<file path="config.mk">
export PLATFORM = sky130hd
export DESIGN_NAME = modular_inverse_egcd
export DESIGN_NICKNAME = d
export VERILOG_FILES = /design/src/mie_pkg.sv /design/src/mie_datapath.sv /design/src/mie_controller.sv /design/src/modular_inverse_egcd.sv
export SDC_FILE = /design/constraint.sdc
export NUM_CORES = 1
export LEC_CHECK = 0
export CAP_MARGIN = 30
export CELL_PAD_IN_SITES_DETAIL_PLACEMENT = 1
export CELL_PAD_IN_SITES_GLOBAL_PLACEMENT = 1
export CORE_MARGIN = 2
export CORE_UTILIZATION = 40
export CTS_CLUSTER_DIAMETER = 200
export DETAILED_ROUTE_END_ITERATION = 8
export DONT_BUFFER_PORTS = 1
export HOLD_SLACK_MARGIN = 0.15
export PLACE_DENSITY = 0.74
export SLEW_MARGIN = 20
export SYNTH_ARGS = -nofsm -noshare
export SYNTH_HDL_FRONTEND = slang
export SYNTH_SLANG_ARGS = --single-unit
export TNS_END_PERCENT = 5
</file>
<file path="constraint.sdc">
create_clock -name clk -period 7.41 [get_ports clk]
set_clock_uncertainty 0.15 [all_clocks]
set_input_delay 0.3705 -clock clk [delete_from_list [all_inputs] [get_ports clk]]
set_output_delay 0.3705 -clock clk [all_outputs]
set_load 0.01 [all_outputs]
</file>
<file path="src/mie_pkg.sv">
package mie_pkg;

  // Operand width of value, modulus and inverse.
  localparam int VALUE_WIDTH = 31;
  // Bezout coefficient: magnitude stays below the modulus, plus sign and guard bit.
  localparam int COEF_WIDTH = VALUE_WIDTH + 2;
  // Alignment shift count, 0 .. VALUE_WIDTH-1.
  localparam int SHIFT_WIDTH = $clog2(VALUE_WIDTH);
  localparam int IN_DATA_WIDTH = ((2 * VALUE_WIDTH + 7) / 8) * 8;
  localparam int OUT_DATA_WIDTH = ((VALUE_WIDTH + 7) / 8) * 8;

  typedef enum logic [2:0] {
    ST_IDLE,
    ST_CHECK,
    ST_ALIGN,
    ST_SUB,
    ST_FINAL
  } state_t;

  typedef struct packed {
    logic load;       // take a new item into the remainder/coefficient registers
    logic start_div;  // begin one Euclid step: divisor copy, shift count cleared
    logic shift_up;   // double the aligned divisor
    logic sub_step;   // one restoring subtract, then halve or swap
    logic finish;     // normalise and register the result
  } dp_cmd_t;

  typedef struct packed {
    logic b_zero;     // remainder sequence has ended
    logic can_shift;  // doubled divisor still fits under the remainder
    logic k_zero;     // last quotient bit of this step
  } dp_status_t;

endpackage

</file>
<file path="src/mie_datapath.sv">
module mie_datapath (
  input  logic                              clk,
  input  mie_pkg::dp_cmd_t                  cmd,
  output mie_pkg::dp_status_t               status,
  input  logic [mie_pkg::VALUE_WIDTH-1:0]   value_in,
  input  logic [mie_pkg::VALUE_WIDTH-1:0]   modulus_in,
  output logic [mie_pkg::VALUE_WIDTH-1:0]   inverse,
  output logic                              no_inverse
);
  import mie_pkg::*;

  logic [VALUE_WIDTH-1:0] a;    // r_prev
  logic [VALUE_WIDTH-1:0] b;    // r_cur
  logic [VALUE_WIDTH-1:0] d;    // r_cur << k
  logic [VALUE_WIDTH-1:0] m;    // modulus
  logic [COEF_WIDTH-1:0]  ca;   // c_prev, two's complement
  logic [COEF_WIDTH-1:0]  cb;   // c_cur
  logic [SHIFT_WIDTH-1:0] k;
  logic [VALUE_WIDTH-1:0] inverse_q;
  logic                   no_inverse_q;

  logic [VALUE_WIDTH:0]   d_up;
  logic [VALUE_WIDTH:0]   diff;
  logic                   ge;
  logic [VALUE_WIDTH-1:0] a_after;
  logic [COEF_WIDTH-1:0]  cb_shift;
  logic [COEF_WIDTH-1:0]  ca_after;
  logic [COEF_WIDTH-1:0]  s_wide;
  logic [VALUE_WIDTH:0]   s_low;
  logic [VALUE_WIDTH:0]   s_red;
  logic                   inv_ok;

  assign d_up     = {d, 1'b0};
  assign diff     = {1'b0, a} - {1'b0, d};
  assign ge       = ~diff[VALUE_WIDTH];
  assign a_after  = ge ? diff[VALUE_WIDTH-1:0] : a;
  // q * c_cur is built from the same shifted copies as q * r_cur
  assign cb_shift = cb << k;
  assign ca_after = ge ? (ca - cb_shift) : ca;

  // sign fix, then one conditional subtract brings s into 0 .. m-1
  assign s_wide = ca[COEF_WIDTH-1] ? (ca + COEF_WIDTH'(m)) : ca;
  assign s_low  = s_wide[VALUE_WIDTH:0];
  assign s_red  = (s_low >= {1'b0, m}) ? (s_low - {1'b0, m}) : s_low;
  assign inv_ok = (m != '0) && (a == VALUE_WIDTH'(1));

  assign status.b_zero    = (b == '0);
  assign status.can_shift = (d_up <= {1'b0, a});
  assign status.k_zero    = (k == '0);

  always_ff @(posedge clk) begin
    if (cmd.load) begin
      a  <= value_in;
      b  <= modulus_in;
      m  <= modulus_in;
      ca <= COEF_WIDTH'(1);
      cb <= '0;
    end
    if (cmd.start_div) begin
      d <= b;
      k <= '0;
    end
    if (cmd.shift_up) begin
      d <= d_up[VALUE_WIDTH-1:0];
      k <= k + SHIFT_WIDTH'(1);
    end
    if (cmd.sub_step) begin
      if (k == '0) begin
        a  <= b;
        b  <= a_after;
        ca <= cb;
        cb <= ca_after;
      end else begin
        a  <= a_after;
        ca <= ca_after;
        d  <= d >> 1;
        k  <= k - SHIFT_WIDTH'(1);
      end
    end
    if (cmd.finish) begin
      inverse_q    <= inv_ok ? s_red[VALUE_WIDTH-1:0] : '0;
      no_inverse_q <= ~inv_ok;
    end
  end

  assign inverse    = inverse_q;
  assign no_inverse = no_inverse_q;

endmodule

</file>
<file path="src/mie_controller.sv">
module mie_controller (
  input  logic                clk,
  input  logic                rst,
  input  logic                in_valid,
  output logic                in_ready,
  output logic                out_valid,
  input  logic                out_ready,
  output mie_pkg::dp_cmd_t    cmd,
  input  mie_pkg::dp_status_t status
);
  import mie_pkg::*;

  state_t state;
  state_t state_next;
  logic   out_valid_q;
  logic   out_free;

  assign out_free = ~out_valid_q | out_ready;

  always_ff @(posedge clk) begin
    if (rst) begin
      state       <= ST_IDLE;
      out_valid_q <= 1'b0;
    end else begin
      state <= state_next;
      if (cmd.finish) begin
        out_valid_q <= 1'b1;
      end else if (out_ready) begin
        out_valid_q <= 1'b0;
      end
    end
  end

  always_comb begin
    state_next = state;
    unique case (state)
      ST_IDLE:  if (in_valid) state_next = ST_CHECK;
      ST_CHECK: state_next = status.b_zero ? ST_FINAL : ST_ALIGN;
      ST_ALIGN: if (!status.can_shift) state_next = ST_SUB;
      ST_SUB:   if (status.k_zero) state_next = ST_CHECK;
      ST_FINAL: if (out_free) state_next = ST_IDLE;
      default:  state_next = ST_IDLE;
    endcase
  end

  always_comb begin
    cmd      = '0;
    in_ready = 1'b0;
    unique case (state)
      ST_IDLE: begin
        // nothing is taken while reset is held
        in_ready = ~rst;
        cmd.load = in_valid & ~rst;
      end
      ST_CHECK: cmd.start_div = ~status.b_zero;
      ST_ALIGN: cmd.shift_up  = status.can_shift;
      ST_SUB:   cmd.sub_step  = 1'b1;
      ST_FINAL: cmd.finish    = out_free;
      default: begin
        cmd      = '0;
        in_ready = 1'b0;
      end
    endcase
  end

  assign out_valid = out_valid_q;

endmodule

</file>
<file path="src/modular_inverse_egcd.sv">
// Modular inverse by the extended Euclidean algorithm.
//
// Input channel s_*: one item carries value and modulus. The inverse of value
// modulo modulus comes back on m_*, in 0 .. modulus-1, with m_tuser set and
// zero data when the gcd is not 1. A modulus of one gives 0, flag clear.
//
// Timing: one item at a time. Each Euclid step runs through a check state, an
// alignment phase that doubles the divisor k times and a subtract phase of k+1
// restoring subtracts, k = floor(log2(quotient)) (0 for a zero quotient).
// m_tvalid rises after the last step, a closing check and the result write;
// with the receiver ready the next item is taken from the idle state right
// after the write. The shared shift/subtract datapath sets the pace.
//
// The result sits in an output register. s_tready rises again as soon as the
// result is registered; a stalled receiver holds m_tvalid and data, and the
// block then only waits in its final state before writing the next result.
// Reset (rst, synchronous): controller returns to idle, s_tready stays low while
// rst is high, any pending result is dropped. No clearing pass is needed.
module modular_inverse_egcd (
  input  logic                                 clk,
  input  logic                                 rst,
  input  logic                                 s_tvalid,
  output logic                                 s_tready,
  // [30:0] value, [61:31] modulus, rest zero
  input  logic [mie_pkg::IN_DATA_WIDTH-1:0]    s_tdata,
  output logic                                 m_tvalid,
  input  logic                                 m_tready,
  // [30:0] inverse, rest zero
  output logic [mie_pkg::OUT_DATA_WIDTH-1:0]   m_tdata,
  // [0] no_inverse
  output logic [0:0]                           m_tuser
);
  import mie_pkg::*;

  dp_cmd_t                cmd;
  dp_status_t             status;
  logic [VALUE_WIDTH-1:0] inverse;
  logic                   no_inverse;

  mie_controller u_ctrl (
    .clk       (clk),
    .rst       (rst),
    .in_valid  (s_tvalid),
    .in_ready  (s_tready),
    .out_valid (m_tvalid),
    .out_ready (m_tready),
    .cmd       (cmd),
    .status    (status)
  );

  mie_datapath u_dp (
    .clk        (clk),
    .cmd        (cmd),
    .status     (status),
    .value_in   (s_tdata[VALUE_WIDTH-1:0]),
    .modulus_in (s_tdata[2*VALUE_WIDTH-1:VALUE_WIDTH]),
    .inverse    (inverse),
    .no_inverse (no_inverse)
  );

  assign m_tdata    = OUT_DATA_WIDTH'(inverse);
  assign m_tuser[0] = no_inverse;

endmodule

</file>
# Yosys cells after proc, flatten, opt, wreduce, memory -nomap -nowiden
# Index checks and enable logic that the tools add are counted.
# classes
addsub	6
n_lt_le_gt_ge	2
n_eq_ne	9
shifts	1
muxes	38
bitwise	6
reduce_logical	8
# op_table
op	n
31-bit 2-to-1 mux	12
33-bit 2-to-1 mux	7
33-bit by 5-bit << shifter with 33-bit output	1
33-bit subtractor	1
32-bit by 31-bit adder with 32-bit output	1
32-bit by 31-bit >= comparator with 1-bit output	1
32-bit by 31-bit <= comparator with 1-bit output	1
32-bit 2-to-1 mux	1
31-bit by 31-bit subtractor with 32-bit output	1
31-bit by 1-bit == test with 1-bit output (second input constant)	1
31-bit zero test	1
31-bit nonzero test	1
31-bit subtractor	1
5-bit 2-to-1 mux	4
3-bit 2-to-1 mux	5
3-bit one-hot mux with 5 select lines	1
1-bit 2-to-1 mux	8
3-bit by 2-bit == test with 1-bit output (second input constant)	2
2-bit != test (second input constant)	3
5-bit by 1-bit adder with 5-bit output (second input constant)	1
5-bit zero test	1
5-bit by 1-bit subtractor with 5-bit output (second input constant)	1
1-bit inverter	4
4-bit AND reduction	1
8 further kinds	9
# totals
regBits	231
in_bits	68
out_inout_bits	35

# Logic depth before layout (Yosys ltp)
# Gate-level depths: netlist of run 1.
# depth
depth_word	7
ltp_mapped	23

# Cells and area by module
# From an unflattened synthesis of run 1, not the netlist that was laid out.
# unflattened
cells_unflattened	2398
hier_area_um2	19861.5
# by_module_without_submodules
mod	instances	cells_per_inst	area_each_um2	seq_area_each_um2
mie_datapath	1	2369	19602.6	5815.6
mie_controller	1	27	247.7	80.1
modular_inverse_egcd	1	2	11.3	0.0

# Worst setup path after synthesis of run 1
# Ideal clock, no wire load.
# synth_timing
path_kind	reg2reg
start	reg u_dp.ca[0]
end	reg u_dp.inverse_q[13] (netlist: u_dp.inverse[13]), data pin
setup_time_ns	0.266
arrival_ns	5.004
required_ns	6.994
path_slack_ns	1.991
path_stages_with_launch	23
period_less_slack_ns	5.419
path_cell_list	edfxtp_1 ha_1 fa_1 a211oi_1 o21bai_1 a21oi_1 o21ai_0 a21o_1 a21oi_1 xnor2_1 mux2_2 ha_1 and3_1 a221oi_1 o21ai_1 o311a_1 nor3b_2 a21oi_1 nor4b_1 buf_2 buf_4 mux2i_1 nor2_1
# synth_between
elab_chain_len	4
elab_cells_between_ends	5
classes_between	2 x add/sub; 1 x order compare; 2 x mux
# synth_lines
element	line_no	text
start, declared	mie_datapath.sv:16	logic [COEF_WIDTH-1:0] ca;
start signal, assigned	mie_datapath.sv:75	ca <= ca_after;
32-bit by 31-bit adder with 32-bit output	mie_datapath.sv:42	assign s_wide = ca[COEF_WIDTH-1] ? (ca + COEF_WIDTH'(m)) : ca;
32-bit 2-to-1 mux *	mie_datapath.sv:42	
31-bit subtractor / 32-bit by 31-bit >= comparator with 1-bit output (equally long branches)	mie_datapath.sv:44	assign s_red = (s_low >= {1'b0, m}) ? (s_low - {1'b0, m}) : s_low;
31-bit 2-to-1 mux *	mie_datapath.sv:44	
end signal, assigned	mie_datapath.sv:81	inverse_q <= inv_ok ? s_red[VALUE_WIDTH-1:0] : '0;
end, declared	mie_datapath.sv:19	logic [VALUE_WIDTH-1:0] inverse_q;
# Mark *: on every way between the ends. The rest lies on a longest branch, timed or not.
# A chain may end at the register's enable or synchronous reset.

# Worst setup path after layout of run 1
# layout_timing
start	reg u_dp.m[0]
end	reg u_dp.inverse_q[0] (netlist: u_dp.inverse[0]), data pin
# layout_between
elab_chain_len	4
elab_cells_between_ends	7
classes_between	2 x add/sub; 1 x order compare; 2 x mux; 2 x reduce/logical
# layout_lines
element	line_no	text
start, declared	mie_datapath.sv:15	logic [VALUE_WIDTH-1:0] m;
start signal, assigned	mie_datapath.sv:55	m <= modulus_in;
32-bit by 31-bit adder with 32-bit output	mie_datapath.sv:42	
32-bit 2-to-1 mux	mie_datapath.sv:42	
31-bit subtractor / 32-bit by 31-bit >= comparator with 1-bit output (equally long branches)	mie_datapath.sv:44	
31-bit 2-to-1 mux	mie_datapath.sv:44	
# Parallel ways exist; a longest one is shown, timed or not.

==> results of run 1 <==
[final timing paths]
path | startpoint | to | depth (start not counted)
worst min register to register | u_dp.cb[31] | u_dp.cb[31] | 2
worst max-delay path | u_dp.m[0] | u_dp.inverse[0] | 20
worst min-delay path | s_tvalid | u_dp.cb[31] | 3
worst max register to register | u_dp.m[0] | u_dp.inverse[0] | 20
[report_power, final]
part           switching, W  leakage [nW]  internal (W)  total [W]
clock network      0.000635         0.500      0.000935    0.00157
registers          0.000390          2.12       0.00164    0.00203
logic               0.00306          6.67       0.00194    0.00500
[cells in the mapped netlist (all sizes together) (4+ instances only)]
library cell | number | share of area
mux4 | 17 | 0.019
mux2i | 137 | 0.069
clkbuf | 96 | 0.018
nor2b | 21 | 0.0066
o22ai | 8 | 0.0025
o31a | 11 | 0.0049
nor3 | 59 | 0.015
nor3b | 5 | 0.0021
o21bai | 18 | 0.0068
xor2 | 30 | 0.013
a31o | 5 | 0.0022
o211ai | 9 | 0.0039
a2111oi | 4 | 0.0046
a211oi | 31 | 0.012
a21o | 65 | 0.025
a21oi | 209 | 0.053
inv | 141 | 0.027
nand2b | 21 | 0.0066
a211o | 5 | 0.0022
and4 | 4 | 0.0018
o21ai | 258 | 0.065
a31oi | 26 | 0.0082
nand2 | 285 | 0.054
dfxtp | 104 | 0.11
ha | 157 | 0.099
or2 | 11 | 0.0035
xnor2 | 62 | 0.027
nand3 | 61 | 0.015
a22oi | 5 | 0.0019
edfxtp | 127 | 0.19
a41oi | 5 | 0.0022
nand4 | 27 | 0.0085
a311oi | 8 | 0.0035
nor4 | 30 | 0.010
mux2 | 32 | 0.018
nor2 | 130 | 0.025
buf | 30 | 0.0088
a221oi | 9 | 0.0040
or3 | 8 | 0.0025
and2 | 15 | 0.0047
fa | 4 | 0.0040
o21a | 12 | 0.0045
o31ai | 14 | 0.0056
o2111ai | 5 | 0.0025
and3 | 37 | 0.012
[cell type report]
class	count	area, um2
Clock inverter	15	211
Tap cell	664	831
Fill cell	5830	26800
Multi-Input combinational cell	1894	12900
Clock buffer	41	842
Sequential cell	231	5900
Antenna cell	8	20.0
Timing Repair Buffer	93	936
Inverter	142	533
[cells by family (layout without fill, tap and decap cells)]
| group | count (synthesis) | in the layout | share of synthesized area |
|---|---|---|---|
| AND/OR/NAND/NOR | 724 | 724 | 0.171 |
| AO/OA/AOI/OAI | 730 | 730 | 0.226 |
| flip-flops | 231 | 231 | 0.298 |
| buffers and inverters | 268 | 291 | 0.0540 |
| multiplexers | 186 | 186 | 0.107 |
| XOR/XNOR | 92 | 92 | 0.0407 |
| adder cells (fa/ha/maj) | 161 | 161 | 0.103 |
| other | 1 | 9 | 0.000189 |
[routing by layer]
layer | vias to the layer above | wire length [um] | global-route usage
met5 | - | 74 | 0
li1 | 8778 | - | -
met1 | 9264 | 31400 | 0.360
met3 | 173 | 3470 | 0.0362
met4 | 12 | 2900 | 0.105
met2 | 469 | 34000 | 0.475
[per-stage QoR]
step	cells	hold WS, ns	cell area [um2]
finish	3088	0.238	22200
global route	3087	0.276	22200
CTS	3077	0.252	22100
detailed placement	2955	0.294	20400
global placement	2953	0.293	20300
floorplan	2393	0.290	19800
[critical path: stages (launching register included)]
cell	delay, ns
edfxtp_1	0.47
ha_1	0.26
fa_1	0.45
a211oi_1	0.38
o21bai_1	0.20
o311ai_0	0.59
a41oi_1	0.32
a21oi_1	0.36
o21ai_0	0.23
xnor2_1	0.17
mux2_2	0.31
ha_1	0.41
nand4_1	0.18
nor4_1	0.53
o311a_1	0.33
nor3b_2	0.08
a21oi_1	0.16
nor4b_2	0.07
buf_4	0.30
mux2_2	0.30
nor2_1	0.03
[registers in the layout (all words and copies together) (netlist names)]
register          count
u_dp.b               31
u_ctrl.state          3
u_dp.no_inverse       1
u_dp.inverse         31
u_dp.k                5
u_dp.a               31
u_dp.m               31
u_dp.cb              33
u_ctrl.out_valid      1
u_dp.d               31
u_dp.ca              33
[repair_timing]
item | 4_1_cts | 5_1_grt
buffers inserted | 0 | 0
hold buffers | 66 | 0
hold endpoints to repair | 97 | 0
==> impl_metrics.toml, run 1 <==
[sta]
max-slew-margin-rel = 0.353
hold_violations = 0
min_period_ns = 6.59
setup_viol = 0
fmax_mhz = 152
rsz0062_at_grt = "no"
fin_setup_tns_ns = 0
worstMarginPinSlew_ns = 0.963
drv_slew = 0
timing.final.ws_setup_ns = 0.822
post-route-period-util = 0.889

[critical_path]
crit_path_start_kind = "flop"
cp.required_ns = 7.61
rrSetupSlack_ns = 0.82
criticalPathCategory = "flop to flop"
cp_max_fo = 35
arrival_ns = 6.79
setup.worst_path.end_class = "flop"

[logic_synthesis]
ys_ff_latch = 231
synth_cells = 2393
synth_edf_count = 127
ys_types = 84
synth_nets = 2622
yosysSeqAreaShare = 0.298
ys.flop_type = "edfxtp_1"
async_flop_share = 0
synthesis.area_um2 = 19800
avgSynthCellArea_um2 = 8.28
yosys_warnings = 0

[route]
first_iter_violations = 1185
antenna_left = 0
wire_per_inst_um = 23.3
vias_per_cell = 6.05
routed-via-count = 18700
drc = 0
first_pass_iters = 5
routed_wl_um = 71900

[floorplanning]
fp.coreArea_um2 = 49000
dieHeight_um = 227
row_count = 81
die-area_um2 = 51300
die-width_um = 227
start_util = 0.405
boundaryPins = 103

[run_status]
status = "finished, final reports clean"

[global_route]
grt_pass1_wl_um = 112000
grt_start_max_net_pins = 92
first_global_vias = 19200
overflow = 0
antenna_found_initial = 13
track_usage = 0.279

[power_and_ir_drop]
pwr_density_cell_nw_per_um2 = 388
design_power_total_w = 0.00860
ir_worst_vdd_mv = 0.286
p_leak_nw = 9.30

[final_layout]
area_delta_synth_final_pct = 11.9
utilization = 0.453
final_cell_mix = "280 x nand2_1, 228 x o21ai_0, 208 x a21oi_1"
layout-drive-gt1-share = 0.0700
final_common_cell = "nand2_1"
layout.nets = 2621

[clock_network]
root_buffer = "clkbuf_16"
cts_sinks = 231
cts_tree = "done"
clock_path_buffers = 3
cts.repair.resized = 0
htreeDepth = 1
clk_latency_ns = 0.61
clkTransAtPathRegs_ns = 0.06
cts_buffers = 30

[min_path]
min_path_type = "input pin to flop"

[placement]
gp_congestion = 0.920
post-dp-hpwl_um = 53100
port_buffers = 0
pre_cts_ws_ns = 0.904

[job]
maxCapViolCount = 0
No activity file was read; power rests on OpenSTA's default activity.
==> inputs of run 2 (changes only) <==
Settings changed: CAP_MARGIN 30 to 20, CORE_ASPECT_RATIO from default to 0.75.
==> run 2 against run 1 <==
Non-clock buffer count is 6 lower; via count up 1.5%; sequential power up 2%; clock power shrank 5%; die area about the same; register-to-register slack lost 0.03 ns.
==> impl_metrics.toml, run 2 (synthesis gave the netlist of run 1 again) <==
[sta]
drv_slew = 0
max-slew-margin-rel = 0.188
rsz0062_at_grt = "no"
min_period_ns = 6.62
hold_violations = 0
fin_setup_tns_ns = 0
worstMarginPinSlew_ns = 1.21
setup_viol = 0
post-route-period-util = 0.893
fmax_mhz = 151

[route]
wire_per_inst_um = 24.7
vias_per_cell = 6.21
first_iter_violations = 1922
routed-via-count = 19000
routed_wl_um = 75500
antenna_left = 0
first_pass_iters = 6
top_layer = "met4"
wl_met2_um = 31800
drc = 0
met3_length_um = 5720
wirelength_met1_um = 36100

[clock_network]
clock_path_buffers = 3
cts_tree = "done"
cts.repair.resized = 0
cts_buffers = 27
cts_sinks = 231
root_buffer = "clkbuf_16"
clkTransAtPathRegs_ns = 0.07
clk_latency_ns = 0.58
htreeDepth = 1
cts_setup_buffers = 0

[critical_path]
cp.required_ns = 7.57
setup.worst_path.end_class = "flop"
crit_chain = "ha_1, fa_1, a211oi_1, o21bai_1, o311ai_0, a41oi_1, a21oi_1, o21ai_0, xnor2_1, mux2_2, ha_1, nand4_1, nor4_1, o311a_1, nor3b_2, a21oi_1, nor4b_2, buf_4, mux2i_1, nor2_1"
critPathBufInv = 1
path_depth = 20
crit_start = "u_dp.m[0]"
crit_family = "compound AO/OA/AOI/OAI gates"
timing.rr.end = "u_dp.inverse[6]"
criticalPathCategory = "flop to flop"
slowest_delay_ns = 0.63
crit_path_start_kind = "flop"
r2r-start = "u_dp.m[0]"
crit_end = "u_dp.inverse[6]"
rrSetupSlack_ns = 0.79
worst_path_max_delay_cell = "o311ai_0"
cp_max_fo = 35
arrival_ns = 6.77
reg2reg_depth = 20

[placement]
port_buffers = 0
post-dp-hpwl_um = 54400
gp_congestion = 0.936

[job]
maxCapViolCount = 0

[power_and_ir_drop]
p_leak_nw = 9.21
ir_worst_vdd_mv = 0.216
pwr_density_cell_nw_per_um2 = 393

[global_route]
grt_start_max_net_pins = 85
first_global_vias = 19000
antenna_found_initial = 3
overflow = 0
track_usage = 0.288
grt_pass1_wl_um = 115000

[run_status]
status = "finished, final reports clean"

[floorplanning]
dieHeight_um = 197
boundaryPins = 103
die-width_um = 261
row_count = 70
die-area_um2 = 51300
start_util = 0.406
fp.coreArea_um2 = 48800

[final_layout]
reg_top3 = "u_dp.ca: 33 flops, u_dp.cb: 33 flops"
layout.nets = 2612
area_delta_synth_final_pct = 10.8
final_common_cell = "nand2_1"
final_cell_mix = "280 x nand2_1, 228 x o21ai_0, 208 x a21oi_1"
layout-drive-gt1-share = 0.0670
utilization = 0.450
n_fill_cell = 5754

[min_path]
min_path_type = "input pin to flop"
[run 2: routing by layer]
layer / track usage / vias up
met3: 0.0450 / 109
met2: 0.429 / 677
li1: - / 8767
met4: 0.0811 / 0
met1: 0.429 / 9419
met5: 0 / -
[run 2: where the power goes]
part	leakage, nW	internal, W	switching, W
logic	6.62	0.00192	0.00314
clock network	0.463	0.000889	0.000605
registers	2.12	0.00164	0.000438
[run 2: worst min path at each step]
stage               depth (start not counted)        start               to  slack (ns)
floorplan                                   1          rst  u_ctrl.state[1]        0.29
global placement                            1          rst  u_ctrl.state[1]        0.29
detailed placement                          1          rst  u_ctrl.state[1]        0.29
CTS                                         1  s_tdata[39]        u_dp.m[8]        0.31
global route                                1  s_tdata[36]        u_dp.m[5]        0.32
finish                                      1  s_tdata[40]        u_dp.m[9]        0.33
[run 2: cell type report]
type / instances / area (um2) / share of cell area
multi-input cells: 1894 / 12900 / 0.588
flip-flops and latches: 231 / 5900 / 0.269
repair buffers: 87 / 831 / 0.0379
well taps: 648 / 811 / 0.0369
clock buffers: 31 / 701 / 0.0319
inverters: 142 / 533 / 0.0243
clock inverters: 18 / 258 / 0.0117
diodes: 6 / 15.0 / 0.000684
[run 2: what timing repair did]
action,CTS,global route
endpoints found under the hold margin,97,0
hold buffers,66,0
setup endpoints to repair,0,0
[run 2: stage by stage]
step,hold slack [ns],std cells,setup WS [ns],instance area [um2],power [W]
after floorplan,0.290,2393,1.99,19800,0.00560
after global placement,0.293,2935,1.07,20300,0.00674
after detailed placement,0.293,2935,1.04,20300,0.00694
after CTS,0.308,3050,0.905,21900,0.00851
after global routing,0.322,3055,0.359,21900,0.00921
final,0.326,3057,0.793,21900,0.00863
==> inputs of run 3 (changes only) <==
Settings changed: CAP_MARGIN 20 to default, SLEW_MARGIN 20 to default.
Clock period 7.41 ns to 8 ns, I/O delays scaled along.
==> run 3 against run 2 <==
Clock-buffer cell count grew 8; register-to-register slack improved by 0.51 ns; via count shrank 0.19%; cell count barely moved; sequential share of layout area about the same; maximum frequency fell by 1.2%; non-clock buffer count is 2 lower; total power down 8.1%; final area fell by 0.13%; critical endpoint is now u_dp.inverse[1]; largest cell class unchanged.
==> impl_metrics.toml, run 3 (synthesis gave the netlist of run 1 again) <==
[clock_network]
clk_latency_ns = 0.58
cts_sinks = 231
cts_setup_buffers = 0
cts_tree = "done"
htreeDepth = 1
clock_path_buffers = 3
root_buffer = "clkbuf_16"
cts_buffers = 28
clkTransAtPathRegs_ns = 0.06

[global_route]
antenna_found_initial = 8
grt_start_max_net_pins = 83
overflow = 0
first_global_vias = 19200
track_usage = 0.286
grt_pass1_wl_um = 114000

[final_layout]
final_cell_mix = "280 x nand2_1, 228 x o21ai_0, 208 x a21oi_1"
layout-drive-gt1-share = 0.0666
final_common_cell = "nand2_1"
area_delta_synth_final_pct = 10.7
utilization = 0.449
layout.nets = 2611
final_cells = 3060
n_fill_cell = 5766
multi_input_area_um2 = 12900
layout.area.seq_um2 = 5900
reg_top3 = "u_dp.ca: 33 flops, u_dp.cb: 33 flops"

[sta]
fin_setup_tns_ns = 0
setup_viol = 0
min_period_ns = 6.70
fmax_mhz = 149
drv_slew = 0
whs_ns = 0.353
post-route-period-util = 0.837
worstMarginPinSlew_ns = 1.29
hold_violations = 0
max-slew-margin-rel = 0.136
rsz0062_at_grt = "no"

[placement]
port_buffers = 0
post-dp-hpwl_um = 54600
gp_congestion = 0.935
dp_cells = 2934

[critical_path]
arrival_ns = 6.85
crit_start = "u_dp.m[0]"
slowest_delay_ns = 0.64
cp.required_ns = 8.15
crit_path_start_kind = "flop"
crit_chain = "ha_1, fa_1, a211oi_1, o21bai_1, o311ai_0, a41oi_1, a21oi_1, o21ai_0, xnor2_1, mux2_2, ha_1, nand4_1, nor4_1, o311a_1, nor3b_2, a21oi_1, nor4b_2, buf_4, mux2i_1, nor2_1"
crit_family = "compound AO/OA/AOI/OAI gates"
r2r-start = "u_dp.m[0]"
setup.worst_path.end_class = "flop"
critPathBufInv = 1
rrSetupSlack_ns = 1.30
crit_end = "u_dp.inverse[1]"
timing.rr.end = "u_dp.inverse[1]"
criticalPathCategory = "flop to flop"
path_depth = 20
worst_path_max_delay_cell = "o311ai_0"
reg2reg_depth = 20
cp_max_fo = 35

[route]
first_pass_iters = 5
routed-via-count = 18900
top_layer = "met5"
wire_per_inst_um = 24.5
wirelength_met1_um = 35400
wl_met2_um = 31100
antenna_left = 0
met3_length_um = 6490
drc = 0
routed_wl_um = 75000
first_iter_violations = 1545
vias_per_cell = 6.19

[power_and_ir_drop]
pwr_density_cell_nw_per_um2 = 362
p_leak_nw = 9.21
ir_worst_vdd_mv = 0.233
design_power_total_w = 0.00794

[floorplanning]
die-area_um2 = 51300
start_util = 0.406
row_count = 70
dieHeight_um = 197
boundaryPins = 103
fp.coreArea_um2 = 48800
die-width_um = 261

[min_path]
min_path_type = "flop to flop"

[run_status]
status = "finished, final reports clean"

[job]
maxCapViolCount = 0
run 3: cell type report:
class	count	area share
clock buffers	39	0.0381
diodes	8	0.000913
multi-input cells	1894	0.588
clock inverters	13	0.00571
inverters	142	0.0243
well taps	648	0.0370
repair buffers	85	0.0366
flip-flops and latches	231	0.269
run 3: repair_timing:
action | in CTS | in global routing
hold buffers | 66 | 0
resized for setup | 0 | 0
hold endpoints to repair | 97 | 0
run 3: how the worst min path moves through the flow:
| stage | startpoint | to | slack (ns) | cells after the start |
|---|---|---|---|---|
| floorplan | u_dp.cb[31] | u_dp.cb[31] | 0.30 | 2 |
| global placement | u_dp.cb[31] | u_dp.cb[31] | 0.32 | 2 |
| detailed placement | rst | u_ctrl.state[1] | 0.33 | 1 |
| CTS | s_tdata[39] | u_dp.m[8] | 0.32 | 1 |
| global route | s_tdata[39] | u_dp.m[8] | 0.35 | 1 |
| finish | u_dp.cb[31] | u_dp.cb[31] | 0.35 | 2 |
run 3: routing by layer:
metal,vias to the layer above,track usage
met5,-,0
li1,8747,-
met2,675,0.421
met1,9396,0.417
met3,116,0.0651
met4,2,0.0796
run 3: worst min-delay path, delay by kind of cell (launching register included):
kind | cells | cell delay, ns
simple gates | 1 | 0.07
flops | 1 | 0.33
compound gates | 1 | 0.06
run 3: power by group:
group / switching [W] / internal [W] / total (W) / leakage [nW]
logic: 0.00288 / 0.00178 / 0.00465 / 6.61
clock network: 0.000568 / 0.000793 / 0.00136 / 0.473
registers: 0.000405 / 0.00152 / 0.00192 / 2.12
run 3: stage by stage:
stage | instance area, um2 | setup slack (ns)
floorplan | 19800 | 2.58
global placement | 20300 | 1.67
detailed placement | 20300 | 1.48
CTS | 21900 | 1.43
global route | 21900 | 0.966
finish | 21900 | 1.30
